## src/rtl/core/per_slot_presence_debounce_assert.svh

```systemverilog
// assertion macros for the per-slot presence debounce block
`ifndef PER_SLOT_PRESENCE_DEBOUNCE_ASSERT_SVH
`define PER_SLOT_PRESENCE_DEBOUNCE_ASSERT_SVH

// same-cycle implication
`define PSPD_ASSERT_NOW(label, ante, cons, msg) \
   label: assert property (@(posedge clock) disable iff (reset) (ante) |-> (cons)) \
      else $error(msg);

// next-cycle implication
`define PSPD_ASSERT_NEXT(label, ante, cons, msg) \
   label: assert property (@(posedge clock) disable iff (reset) (ante) |=> (cons)) \
      else $error(msg);

`endif

```

## src/rtl/core/pspd_pkg.sv

```systemverilog
// shared constants, types and command/status structs for the presence debounce block
package pspd_pkg;

   localparam int NUM_SLOTS = 64;
   localparam int SLOT_W    = 6;
   localparam int TIME_W    = 32;
   localparam int DEB_W     = 31;
   localparam int IDX_W     = (NUM_SLOTS > 1) ? $clog2(NUM_SLOTS) : 1;
   localparam int CMP_W     = ((IDX_W > SLOT_W) ? IDX_W : SLOT_W) + 1;

   localparam logic [DEB_W-1:0] DEBOUNCE_RESET = DEB_W'(600);
   localparam logic [IDX_W-1:0] IDX_LAST       = IDX_W'(NUM_SLOTS - 1);
   localparam logic [CMP_W-1:0] SLOT_LIMIT     = CMP_W'(NUM_SLOTS);

   localparam logic OP_NOTE = 1'b0;
   localparam logic OP_TICK = 1'b1;

   typedef enum logic [2:0] {
      ST_IDLE,
      ST_NOTE_EVAL,
      ST_SCAN_READ,
      ST_SCAN_EVAL,
      ST_SCAN_END
   } state_type;

   typedef struct packed {
      logic              committed;
      logic              pending;
      logic              pend_pres;
      logic [TIME_W-1:0] stamp;
   } entry_type;

   typedef struct packed {
      logic capture;
      logic rd_note;
      logic rd_scan;
      logic wr_note;
      logic wr_scan;
      logic idx_clear;
      logic idx_incr;
      logic held_load;
      logic push_held;
      logic push_last;
   } cmd_type;

   typedef struct packed {
      logic op_tick;
      logic slot_ok;
      logic settle;
      logic report;
      logic held_valid;
      logic out_free;
      logic idx_last;
   } status_type;

endpackage

```

## src/rtl/core/pspd_ctrl.sv

```systemverilog
// controller state machine: sequences note updates and the tick scan
module pspd_ctrl (
   input  logic                  clock,
   input  logic                  reset,
   input  logic                  req_valid,
   output logic                  req_stall,
   input  pspd_pkg::status_type  status,
   output pspd_pkg::cmd_type     cmd
);

   pspd_pkg::state_type state_ff;
   pspd_pkg::state_type state_in;

   always_ff @(posedge clock) begin
      if (reset) begin
         state_ff <= pspd_pkg::ST_IDLE;
      end else begin
         state_ff <= state_in;
      end
   end

   always_comb begin
      cmd       = '0;
      state_in  = state_ff;
      req_stall = 1'b1;
      unique case (state_ff)
         pspd_pkg::ST_IDLE: begin
            req_stall = 1'b0;
            if (req_valid) begin
               cmd.capture = 1'b1;
               if (status.op_tick) begin
                  cmd.idx_clear = 1'b1;
                  state_in      = pspd_pkg::ST_SCAN_READ;
               end else if (status.slot_ok) begin
                  cmd.rd_note = 1'b1;
                  state_in    = pspd_pkg::ST_NOTE_EVAL;
               end
            end
         end
         pspd_pkg::ST_NOTE_EVAL: begin
            cmd.wr_note = 1'b1;
            state_in    = pspd_pkg::ST_IDLE;
         end
         pspd_pkg::ST_SCAN_READ: begin
            cmd.rd_scan = 1'b1;
            state_in    = pspd_pkg::ST_SCAN_EVAL;
         end
         pspd_pkg::ST_SCAN_EVAL: begin
            if (!(status.report && status.held_valid && !status.out_free)) begin
               cmd.wr_scan = status.settle;
               if (status.report) begin
                  cmd.held_load = 1'b1;
                  cmd.push_held = status.held_valid;
               end
               if (status.idx_last) begin
                  state_in = pspd_pkg::ST_SCAN_END;
               end else begin
                  cmd.idx_incr = 1'b1;
                  state_in     = pspd_pkg::ST_SCAN_READ;
               end
            end
         end
         pspd_pkg::ST_SCAN_END: begin
            if (!status.held_valid) begin
               state_in = pspd_pkg::ST_IDLE;
            end else if (status.out_free) begin
               cmd.push_last = 1'b1;
               state_in      = pspd_pkg::ST_IDLE;
            end
         end
         default: begin
            state_in = pspd_pkg::ST_IDLE;
         end
      endcase
   end

endmodule

```

## src/rtl/core/pspd_datapath.sv

```systemverilog
// datapath: slot table, known bits, settle compare, held report and output register
module pspd_datapath (
   input  logic                         clock,
   input  logic                         reset,
   input  logic                         csr_wr_en,
   input  logic [pspd_pkg::DEB_W-1:0]   csr_wr_data,
   input  logic                         req_operation,
   input  logic [pspd_pkg::SLOT_W-1:0]  req_slot,
   input  logic                         req_present,
   input  logic [pspd_pkg::TIME_W-1:0]  req_now_ms,
   output logic                         rsp_valid,
   input  logic                         rsp_stall,
   output logic [pspd_pkg::SLOT_W-1:0]  rsp_commit_slot,
   output logic                         rsp_commit_present,
   output logic                         rsp_last_commit,
   input  pspd_pkg::cmd_type            cmd,
   output pspd_pkg::status_type         status
);

   logic [pspd_pkg::DEB_W-1:0]  deb_ff, deb_in;
   logic [pspd_pkg::IDX_W-1:0]  slot_ff, slot_in;
   logic                        present_ff, present_in;
   logic [pspd_pkg::TIME_W-1:0] now_ff, now_in;
   logic [pspd_pkg::IDX_W-1:0]  idx_ff, idx_in;
   logic [pspd_pkg::NUM_SLOTS-1:0] known_ff, known_in;

   pspd_pkg::entry_type entry_mem_ff [pspd_pkg::NUM_SLOTS];
   pspd_pkg::entry_type rd_ff;
   pspd_pkg::entry_type note_entry;
   pspd_pkg::entry_type wr_entry;
   logic [pspd_pkg::IDX_W-1:0] rd_addr;
   logic [pspd_pkg::IDX_W-1:0] wr_addr;
   logic                       wr_en;
   logic                       rd_en;

   logic                        held_valid_ff, held_valid_in;
   logic [pspd_pkg::SLOT_W-1:0] held_slot_ff, held_slot_in;
   logic                        held_present_ff, held_present_in;

   logic                        rsp_valid_ff, rsp_valid_in;
   logic [pspd_pkg::SLOT_W-1:0] rsp_slot_ff, rsp_slot_in;
   logic                        rsp_present_ff, rsp_present_in;
   logic                        rsp_last_ff, rsp_last_in;

   logic [pspd_pkg::TIME_W-1:0] diff;
   logic                        known_note;
   logic                        known_scan;
   logic                        push;

   // capture and configuration
   always_comb begin
      deb_in     = csr_wr_en ? csr_wr_data : deb_ff;
      slot_in    = cmd.capture ? pspd_pkg::IDX_W'(req_slot) : slot_ff;
      present_in = cmd.capture ? req_present : present_ff;
      now_in     = cmd.capture ? req_now_ms : now_ff;
      if (cmd.idx_clear) begin
         idx_in = '0;
      end else if (cmd.idx_incr) begin
         idx_in = idx_ff + pspd_pkg::IDX_W'(1);
      end else begin
         idx_in = idx_ff;
      end
   end

   always_ff @(posedge clock) begin
      if (reset) begin
         deb_ff <= pspd_pkg::DEBOUNCE_RESET;
      end else begin
         deb_ff <= deb_in;
      end
   end

   always_ff @(posedge clock) begin
      slot_ff    <= slot_in;
      present_ff <= present_in;
      now_ff     <= now_in;
      idx_ff     <= idx_in;
   end

   // slot table
   assign rd_en   = cmd.rd_note | cmd.rd_scan;
   assign rd_addr = cmd.rd_note ? pspd_pkg::IDX_W'(req_slot) : idx_ff;
   assign wr_en   = cmd.wr_note | cmd.wr_scan;
   assign wr_addr = cmd.wr_note ? slot_ff : idx_ff;

   always_ff @(posedge clock) begin
      if (rd_en) begin
         rd_ff <= entry_mem_ff[rd_addr];
      end
   end

   always_ff @(posedge clock) begin
      if (wr_en) begin
         entry_mem_ff[wr_addr] <= wr_entry;
      end
   end

   assign known_note = known_ff[slot_ff];
   assign known_scan = known_ff[idx_ff];

   always_comb begin
      note_entry = rd_ff;
      if (!known_note) begin
         note_entry.committed = present_ff;
         note_entry.pending   = 1'b0;
         note_entry.pend_pres = present_ff;
         note_entry.stamp     = now_ff;
      end else if (present_ff == rd_ff.committed) begin
         note_entry.pending = 1'b0;
      end else if (!rd_ff.pending || (rd_ff.pend_pres != present_ff)) begin
         note_entry.pending   = 1'b1;
         note_entry.pend_pres = present_ff;
         note_entry.stamp     = now_ff;
      end
   end

   always_comb begin
      wr_entry = rd_ff;
      if (cmd.wr_note) begin
         wr_entry = note_entry;
      end else begin
         wr_entry.committed = rd_ff.pend_pres;
         wr_entry.pending   = 1'b0;
      end
   end

   always_comb begin
      known_in = known_ff;
      if (cmd.wr_note) begin
         known_in[slot_ff] = 1'b1;
      end
   end

   always_ff @(posedge clock) begin
      if (reset) begin
         known_ff <= '0;
      end else begin
         known_ff <= known_in;
      end
   end

   // settle compare, wrapping signed age
   assign diff = now_ff - rd_ff.stamp;

   always_comb begin
      status.op_tick    = (req_operation == pspd_pkg::OP_TICK);
      status.slot_ok    = (pspd_pkg::CMP_W'(req_slot) < pspd_pkg::SLOT_LIMIT);
      status.settle     = known_scan && rd_ff.pending && !diff[pspd_pkg::TIME_W-1]
                          && (diff[pspd_pkg::DEB_W-1:0] >= deb_ff);
      status.report     = status.settle && (rd_ff.pend_pres != rd_ff.committed);
      status.held_valid = held_valid_ff;
      status.out_free   = !rsp_valid_ff || !rsp_stall;
      status.idx_last   = (idx_ff == pspd_pkg::IDX_LAST);
   end

   // held report waits for the next one to know whether it is the last
   always_comb begin
      held_valid_in   = held_valid_ff;
      held_slot_in    = held_slot_ff;
      held_present_in = held_present_ff;
      if (cmd.held_load) begin
         held_valid_in   = 1'b1;
         held_slot_in    = pspd_pkg::SLOT_W'(idx_ff);
         held_present_in = rd_ff.pend_pres;
      end else if (cmd.push_last) begin
         held_valid_in = 1'b0;
      end
   end

   always_ff @(posedge clock) begin
      if (reset) begin
         held_valid_ff <= 1'b0;
      end else begin
         held_valid_ff <= held_valid_in;
      end
   end

   always_ff @(posedge clock) begin
      held_slot_ff    <= held_slot_in;
      held_present_ff <= held_present_in;
   end

   // output word register
   assign push = cmd.push_held | cmd.push_last;

   always_comb begin
      rsp_slot_in    = rsp_slot_ff;
      rsp_present_in = rsp_present_ff;
      rsp_last_in    = rsp_last_ff;
      if (push) begin
         rsp_valid_in   = 1'b1;
         rsp_slot_in    = held_slot_ff;
         rsp_present_in = held_present_ff;
         rsp_last_in    = cmd.push_last;
      end else if (!rsp_stall) begin
         rsp_valid_in = 1'b0;
      end else begin
         rsp_valid_in = rsp_valid_ff;
      end
   end

   always_ff @(posedge clock) begin
      if (reset) begin
         rsp_valid_ff <= 1'b0;
      end else begin
         rsp_valid_ff <= rsp_valid_in;
      end
   end

   always_ff @(posedge clock) begin
      rsp_slot_ff    <= rsp_slot_in;
      rsp_present_ff <= rsp_present_in;
      rsp_last_ff    <= rsp_last_in;
   end

   assign rsp_valid          = rsp_valid_ff;
   assign rsp_commit_slot    = rsp_slot_ff;
   assign rsp_commit_present = rsp_present_ff;
   assign rsp_last_commit    = rsp_last_ff;

endmodule

```

## src/rtl/core/per_slot_presence_debounce.sv

```systemverilog
// top level of the per-slot presence debounce block
// usage:
//   req_ channel carries one word per event: a presence note for one slot or a
//   settle tick; a word is taken when req_valid is high and req_stall is low.
//   a note reads its slot entry when taken and rewrites it in ST_NOTE_EVAL;
//   the next word is taken in the cycle after the rewrite. a note for a slot
//   at or beyond NUM_SLOTS is dropped; with 6-bit slots none can be.
//   a tick walks the table in ascending slot order (read in ST_SCAN_READ,
//   settled write-back in ST_SCAN_EVAL); no word is taken until it ends.
//   rsp_ channel delivers one word per committed change: slot, new presence
//   and a flag on the final word of the tick; a tick with nothing settled
//   sends nothing. each commit is held until the next one or the walk's end
//   so the final flag is known; a push to a stalled full output halts the walk.
//   csr_wr_en with csr_wr_data sets the hold time in ms, written while idle.
//   reset (synchronous) clears all slot knowledge and sets the hold to 600 ms;
//   the table itself needs no clearing pass.
module per_slot_presence_debounce (
   input  logic                         clock,
   input  logic                         reset,
   input  logic                         csr_wr_en,
   input  logic [pspd_pkg::DEB_W-1:0]   csr_wr_data,
   input  logic                         req_valid,
   output logic                         req_stall,
   input  logic                         req_operation,
   input  logic [pspd_pkg::SLOT_W-1:0]  req_slot,
   input  logic                         req_present,
   input  logic [pspd_pkg::TIME_W-1:0]  req_now_ms,
   output logic                         rsp_valid,
   input  logic                         rsp_stall,
   output logic [pspd_pkg::SLOT_W-1:0]  rsp_commit_slot,
   output logic                         rsp_commit_present,
   output logic                         rsp_last_commit
);

`include "per_slot_presence_debounce_assert.svh"

   pspd_pkg::cmd_type    cmd;
   pspd_pkg::status_type status;

   logic push_any;
   logic out_busy;
   logic req_take;
   logic tick_take;
   logic table_wr;

   pspd_ctrl u_ctrl (
      .clock     (clock),
      .reset     (reset),
      .req_valid (req_valid),
      .req_stall (req_stall),
      .status    (status),
      .cmd       (cmd)
   );

   pspd_datapath u_datapath (
      .clock              (clock),
      .reset              (reset),
      .csr_wr_en          (csr_wr_en),
      .csr_wr_data        (csr_wr_data),
      .req_operation      (req_operation),
      .req_slot           (req_slot),
      .req_present        (req_present),
      .req_now_ms         (req_now_ms),
      .rsp_valid          (rsp_valid),
      .rsp_stall          (rsp_stall),
      .rsp_commit_slot    (rsp_commit_slot),
      .rsp_commit_present (rsp_commit_present),
      .rsp_last_commit    (rsp_last_commit),
      .cmd                (cmd),
      .status             (status)
   );

   assign push_any  = cmd.push_held | cmd.push_last;
   assign out_busy  = rsp_valid & rsp_stall;
   assign req_take  = req_valid & ~req_stall;
   assign tick_take = req_take & (req_operation == pspd_pkg::OP_TICK);
   assign table_wr  = cmd.wr_note | cmd.wr_scan;

   `PSPD_ASSERT_NOW(a_push_needs_room, push_any, !out_busy, "word pushed over a stalled result")
   `PSPD_ASSERT_NOW(a_no_write_on_accept, req_take, !table_wr, "table write on accept")
   `PSPD_ASSERT_NEXT(a_tick_starts_scan, tick_take, cmd.rd_scan && req_stall, "no walk after tick")

endmodule

```

## config.mk

```make
export PLATFORM = sky130hd
export DESIGN_NAME = per_slot_presence_debounce
export DESIGN_NICKNAME = d
export VERILOG_FILES = /design/src/rtl/core/pspd_pkg.sv /design/src/rtl/core/pspd_ctrl.sv /design/src/rtl/core/pspd_datapath.sv /design/src/rtl/core/per_slot_presence_debounce.sv
export VERILOG_INCLUDE_DIRS = /design/src /design/src/rtl/core
export SDC_FILE = /design/constraint.sdc
export NUM_CORES = 2
export LEC_CHECK = 0
export ABC_AREA = 1
export BUFFER_PORTS_ARGS = -buffer_cell sky130_fd_sc_hd__buf_2
export CAP_MARGIN = 20
export CORE_MARGIN = 8
export CORE_UTILIZATION = 63
export DETAILED_ROUTE_END_ITERATION = 8
export PLACE_DENSITY = 0.79
export SLEW_MARGIN = 20
export SYNTH_ARGS = -nofsm -noshare
export SYNTH_HDL_FRONTEND = slang
export SYNTH_SLANG_ARGS = --single-unit
```

## constraint.sdc

```tcl
create_clock -name clock -period 6.32 [get_ports clock]
set_clock_uncertainty 0.05 [all_clocks]
set_input_delay 0.632 -clock clock [delete_from_list [all_inputs] [get_ports clock]]
set_output_delay 0.632 -clock clock [all_outputs]
set_load 0.05 [all_outputs]
```

==> impl_metrics.json <==
{
  "run_status": "finished, final reports clean",
  "critical_path.startpoint": "u_datapath.rd_ff[0]",
  "synth_simple_gate_area_share": 0.208,
  "layout.area.seq_um2": 72100,
  "path_clk_slew_ps": 70,
  "post_synth_fa_ha_maj_area_fraction": 0.00794,
  "synth-main-ff-cell": "edfxtp_1",
  "vdd_ir_drop_max_uv": 304,
  "max_stage_delay_ps": 430,
  "slew_headroom": 0.151,
  "cts-htree-levels": 4,
  "grt_remaining_overflow": 0,
  "worst_slew_pin_slew_ps": 1260,
  "die_h_um": 418,
  "clk-insertion-delay-late_ps": 880,
  "synth_edf_count": 2329,
  "post_synth_xor_area_fraction": 0.00284,
  "grt_pass1_vias": 68996,
  "post-route-period-util": 0.922,
  "timing.final.crit_period_ps": 5820,
  "post_syn_nets": 9210,
  "synth-warning-count": 0,
  "die_area_um2": 175000,
  "cts_root_buf": "clkbuf_16",
  "worst-r2r-setup-slack_ps": 500,
  "synth.distinct_cells": 51,
  "grt_antenna_before_repair": 12,
  "start_util": 0.634,
  "tritoncts": "done",
  "multiplexer_area_fraction_after_synthesis": 0,
  "slew_viol_final": 0,
  "synth-seq-cells": 2435,
  "number_of_nets_still_failing_antenna_checks_after_routing": 0,
  "cts-buffers-inserted": 231,
  "timing_hold_violations_final": 0,
  "areaGrowthSynthToFinish_pct": 11.4,
  "port-buffer-count": 85,
  "critPathCaptureType": "flop",
  "timing.hold.worst_endpoint": "u_datapath.deb_ff[10]",
  "synth_cells": 9070,
  "final.fill_count": 10615,
  "unrepaired_setup_endpoints_after_global_routing": "no",
  "pin_count_of_the_biggest_net_entering_global_routing": 202,
  "reg2reg_to": "u_datapath.entry_mem_ff[59][13]",
  "grt_use_total": 0.341,
  "critical_path_maximum_fanout": 35,
  "cellPowerDensity_nw_per_um2": 345,
  "fin_nets": 9231,
  "combinational_family_with_the_most_area_after_synthesis": "simple AND/OR/NAND/NOR gates",
  "multi_input_gate_area_um2": 27000,
  "hold_start": "csr_wr_data[10]",
  "die_w_um": 418,
  "leakage_nw": 40.5,
  "crit_path_category": "flop to flop",
  "hpwl_mm": 176,
  "std_cell_rows": 147,
  "post_cts_buffers": 0,
  "worst_ep_required_time_ps": 6810,
  "worst_path_max_delay_cell": "fa_1",
  "avgRoutedWirePerCell_um": 26.6,
  "final_util": 0.706,
  "drc": 0,
  "nature_of_the_critical_path_startpoint": "flop",
  "postSynthAreaPerCell_um2": 11.2,
  "top_level_ports": 86,
  "maxClockFrequency_mhz": 172,
  "whs_path_depth": 3,
  "critical_path.reg2reg.startpoint": "u_datapath.rd_ff[0]",
  "postSynth.asyncResetShare": 0,
  "crit_path_cell_trace": "ha_1 > fa_1 > o21ai_0 > a21boi_0 > o21ai_0 > a21oi_1 > o21ai_0 > a21oi_1 > xnor2_1 > ha_1 > nand2_1 > o21ai_0 > nand2_1 > nand2_1 > a21oi_1 > nand3_1 > nand3_1 > nor2_1 > nand3b_1 > nand2_4 > nand2_1 > buf_4 > nor2_4 > buf_12",
  "syn-cell-area_um2": 102000,
  "totalWireLength_mm": 304,
  "r2r_cells": 24,
  "synth_compound_gate_area_share": 0.0386,
  "detailedRoute.firstIterationViolations": 13009,
  "netlist.top_cell.by_area": "edfxtp_1",
  "synth_sequential_area_ratio": 0.708,
  "synth_top_area_share": 0.687,
  "worst_ep_arrival_time_ps": 6310,
  "detailedRoute.firstPassIterationCount": 7,
  "core_area_um2": 161000,
  "fin_tns_setup_ps": 0,
  "clock_path_buffers": 3,
  "cap_viol_max_count": 0,
  "worstHoldPathType": "primary input to flop",
  "via_per_inst": 6.39,
  "gp_congestion": 0.938,
  "post_synth_main_area_contributors": "edfxtp_1 69%, nand2_1 11%, nand3_1 8.1%, dfxtp_1 2.1%, buf_2 1.8%",
  "proportion_of_layout_cells_with_a_drive_suffix_above_1": 0.0787,
  "grt_first_pass_wirelength_mm": 445,
  "timing.final.setup_violations": 0,
  "route.vias.total": 73100,
  "numClockSinks": 2435,
  "finalPower_w": 0.0391
}
==> worst max path at each step <==
| stage | to | slack (ps) | depth (start not counted) |
|---|---|---|---|
| floorplan | u_datapath.entry_mem_ff[32][0] | 480 | 24 |
| global placement | u_datapath.entry_mem_ff[58][3] | 510 | 23 |
| detailed placement | u_datapath.entry_mem_ff[58][3] | 390 | 23 |
| CTS | u_datapath.entry_mem_ff[58][1] | 340 | 23 |
| global route | u_datapath.entry_mem_ff[56][5] | 50 | 24 |
| finish | u_datapath.entry_mem_ff[59][13] | 500 | 24 |
==> cell usage after synthesis (7+ instances only) <==
cell and n:
nand2_1 2972, edfxtp_1 2329, nand3_1 1652, buf_2 374, nor2_1 360, o21ai_0 355
inv_1 227, a21oi_1 161, clkbuf_1 126, o22ai_1 116, dfxtp_1 106, ha_1 63
o211ai_1 36, buf_4 32, xor2_1 21, nor3_1 18, xnor2_1 12, buf_1 9
o21ai_1 9, inv_2 8, a21o_1 7, nor3_2 7
==> placed cells by master (no fill, tap or decap), types with 52 or more instances in the layout <==
master / synthesis / routed
nand2_1: 2972 / 2936
clkbuf_16: 0 / 232
dlygate4sd3_1: 0 / 52
ha_1: 63 / 63
buf_4: 32 / 124
a21oi_1: 161 / 160
nor2_1: 360 / 295
buf_2: 374 / 85
buf_12: 0 / 73
o22ai_1: 116 / 116
edfxtp_1: 2329 / 2329
clkinv_1: 3 / 56
dfxtp_1: 106 / 106
clkbuf_1: 126 / 61
inv_1: 227 / 226
nor2_4: 2 / 67
nand3_1: 1652 / 1651
o21ai_0: 355 / 353
==> metal layers <==
layer / track usage / vias to the layer above / routed length [um]
li1: - / 31787 / -
met1: 0.468 / 34801 / 107000
met2: 0.497 / 5637 / 132000
met3: 0.102 / 871 / 46400
met4: 0.179 / 4 / 19000
met5: 0 / - / 27
==> worst max-delay path: cells and delay by family (launching register included) <==
| family | cells | cell delay [ps] |
|---|---|---|
| xor+xnor | 1 | 150 |
| flops | 1 | 420 |
| simple gates | 10 | 1680 |
| compound gates | 8 | 1600 |
| fa+ha+maj | 3 | 1000 |
| buf+inv | 2 | 560 |
==> report_power, final <==
part,internal (W),switching (W),leakage (nW)
Combinational,0.00151,0.00548,15.2
Sequential,0.0186,0.0000682,21.8
Clock,0.00743,0.00602,3.52
Total,0.0276,0.0116,40.5
==> sequential cells by signal (all words and copies together) (netlist names), 31 cells and up <==
register,flops
u_datapath.entry_mem_ff,2240
u_datapath.known_ff,64
u_datapath.rd_ff,35
u_datapath.now_ff,32
u_datapath.deb_ff,31
==> kinds of logic after synthesis <==
logic type,count (synthesis)
buffers and inverters,786
AND/OR/NAND/NOR,5036
adder cells (fa/ha/maj),64
XOR/XNOR,33
flip-flops,2435
AO/OA/AOI/OAI,716
==> metrics by stage <==
| step | setup slack [ps] | cell area (um^2) | std cells | hold slack [ps] |
|---|---|---|---|---|
| floorplan | 483 | 102000 | 9070 | 350 |
| global placement | 513 | 106000 | 10965 | 355 |
| detailed placement | 386 | 106000 | 10965 | 355 |
| CTS | 337 | 113000 | 11439 | 2.75 |
| global route | 52.6 | 113000 | 11440 | 57.9 |
| finish | 495 | 113000 | 11443 | 47.2 |
==> area by class of cell <==
| type | instances | share of cell area |
|---|---|---|
| diodes | 3 | 0.0000662 |
| clock buffers | 294 | 0.0533 |
| clock inverters | 128 | 0.0109 |
| inverters | 239 | 0.00813 |
| multi-input cells | 5849 | 0.238 |
| flip-flops and latches | 2435 | 0.636 |
| well taps | 2160 | 0.0238 |
| repair buffers | 335 | 0.0297 |
==> repair_timing <==
| item | CTS | global route |
|---|---|---|
| endpoints found under the setup margin | 0 | 334 |
| endpoints found under the hold margin | 52 | 0 |
| hold buffers | 52 | 0 |
| resized for setup | 0 | 1 |
(Power assumes the default switching activity.)
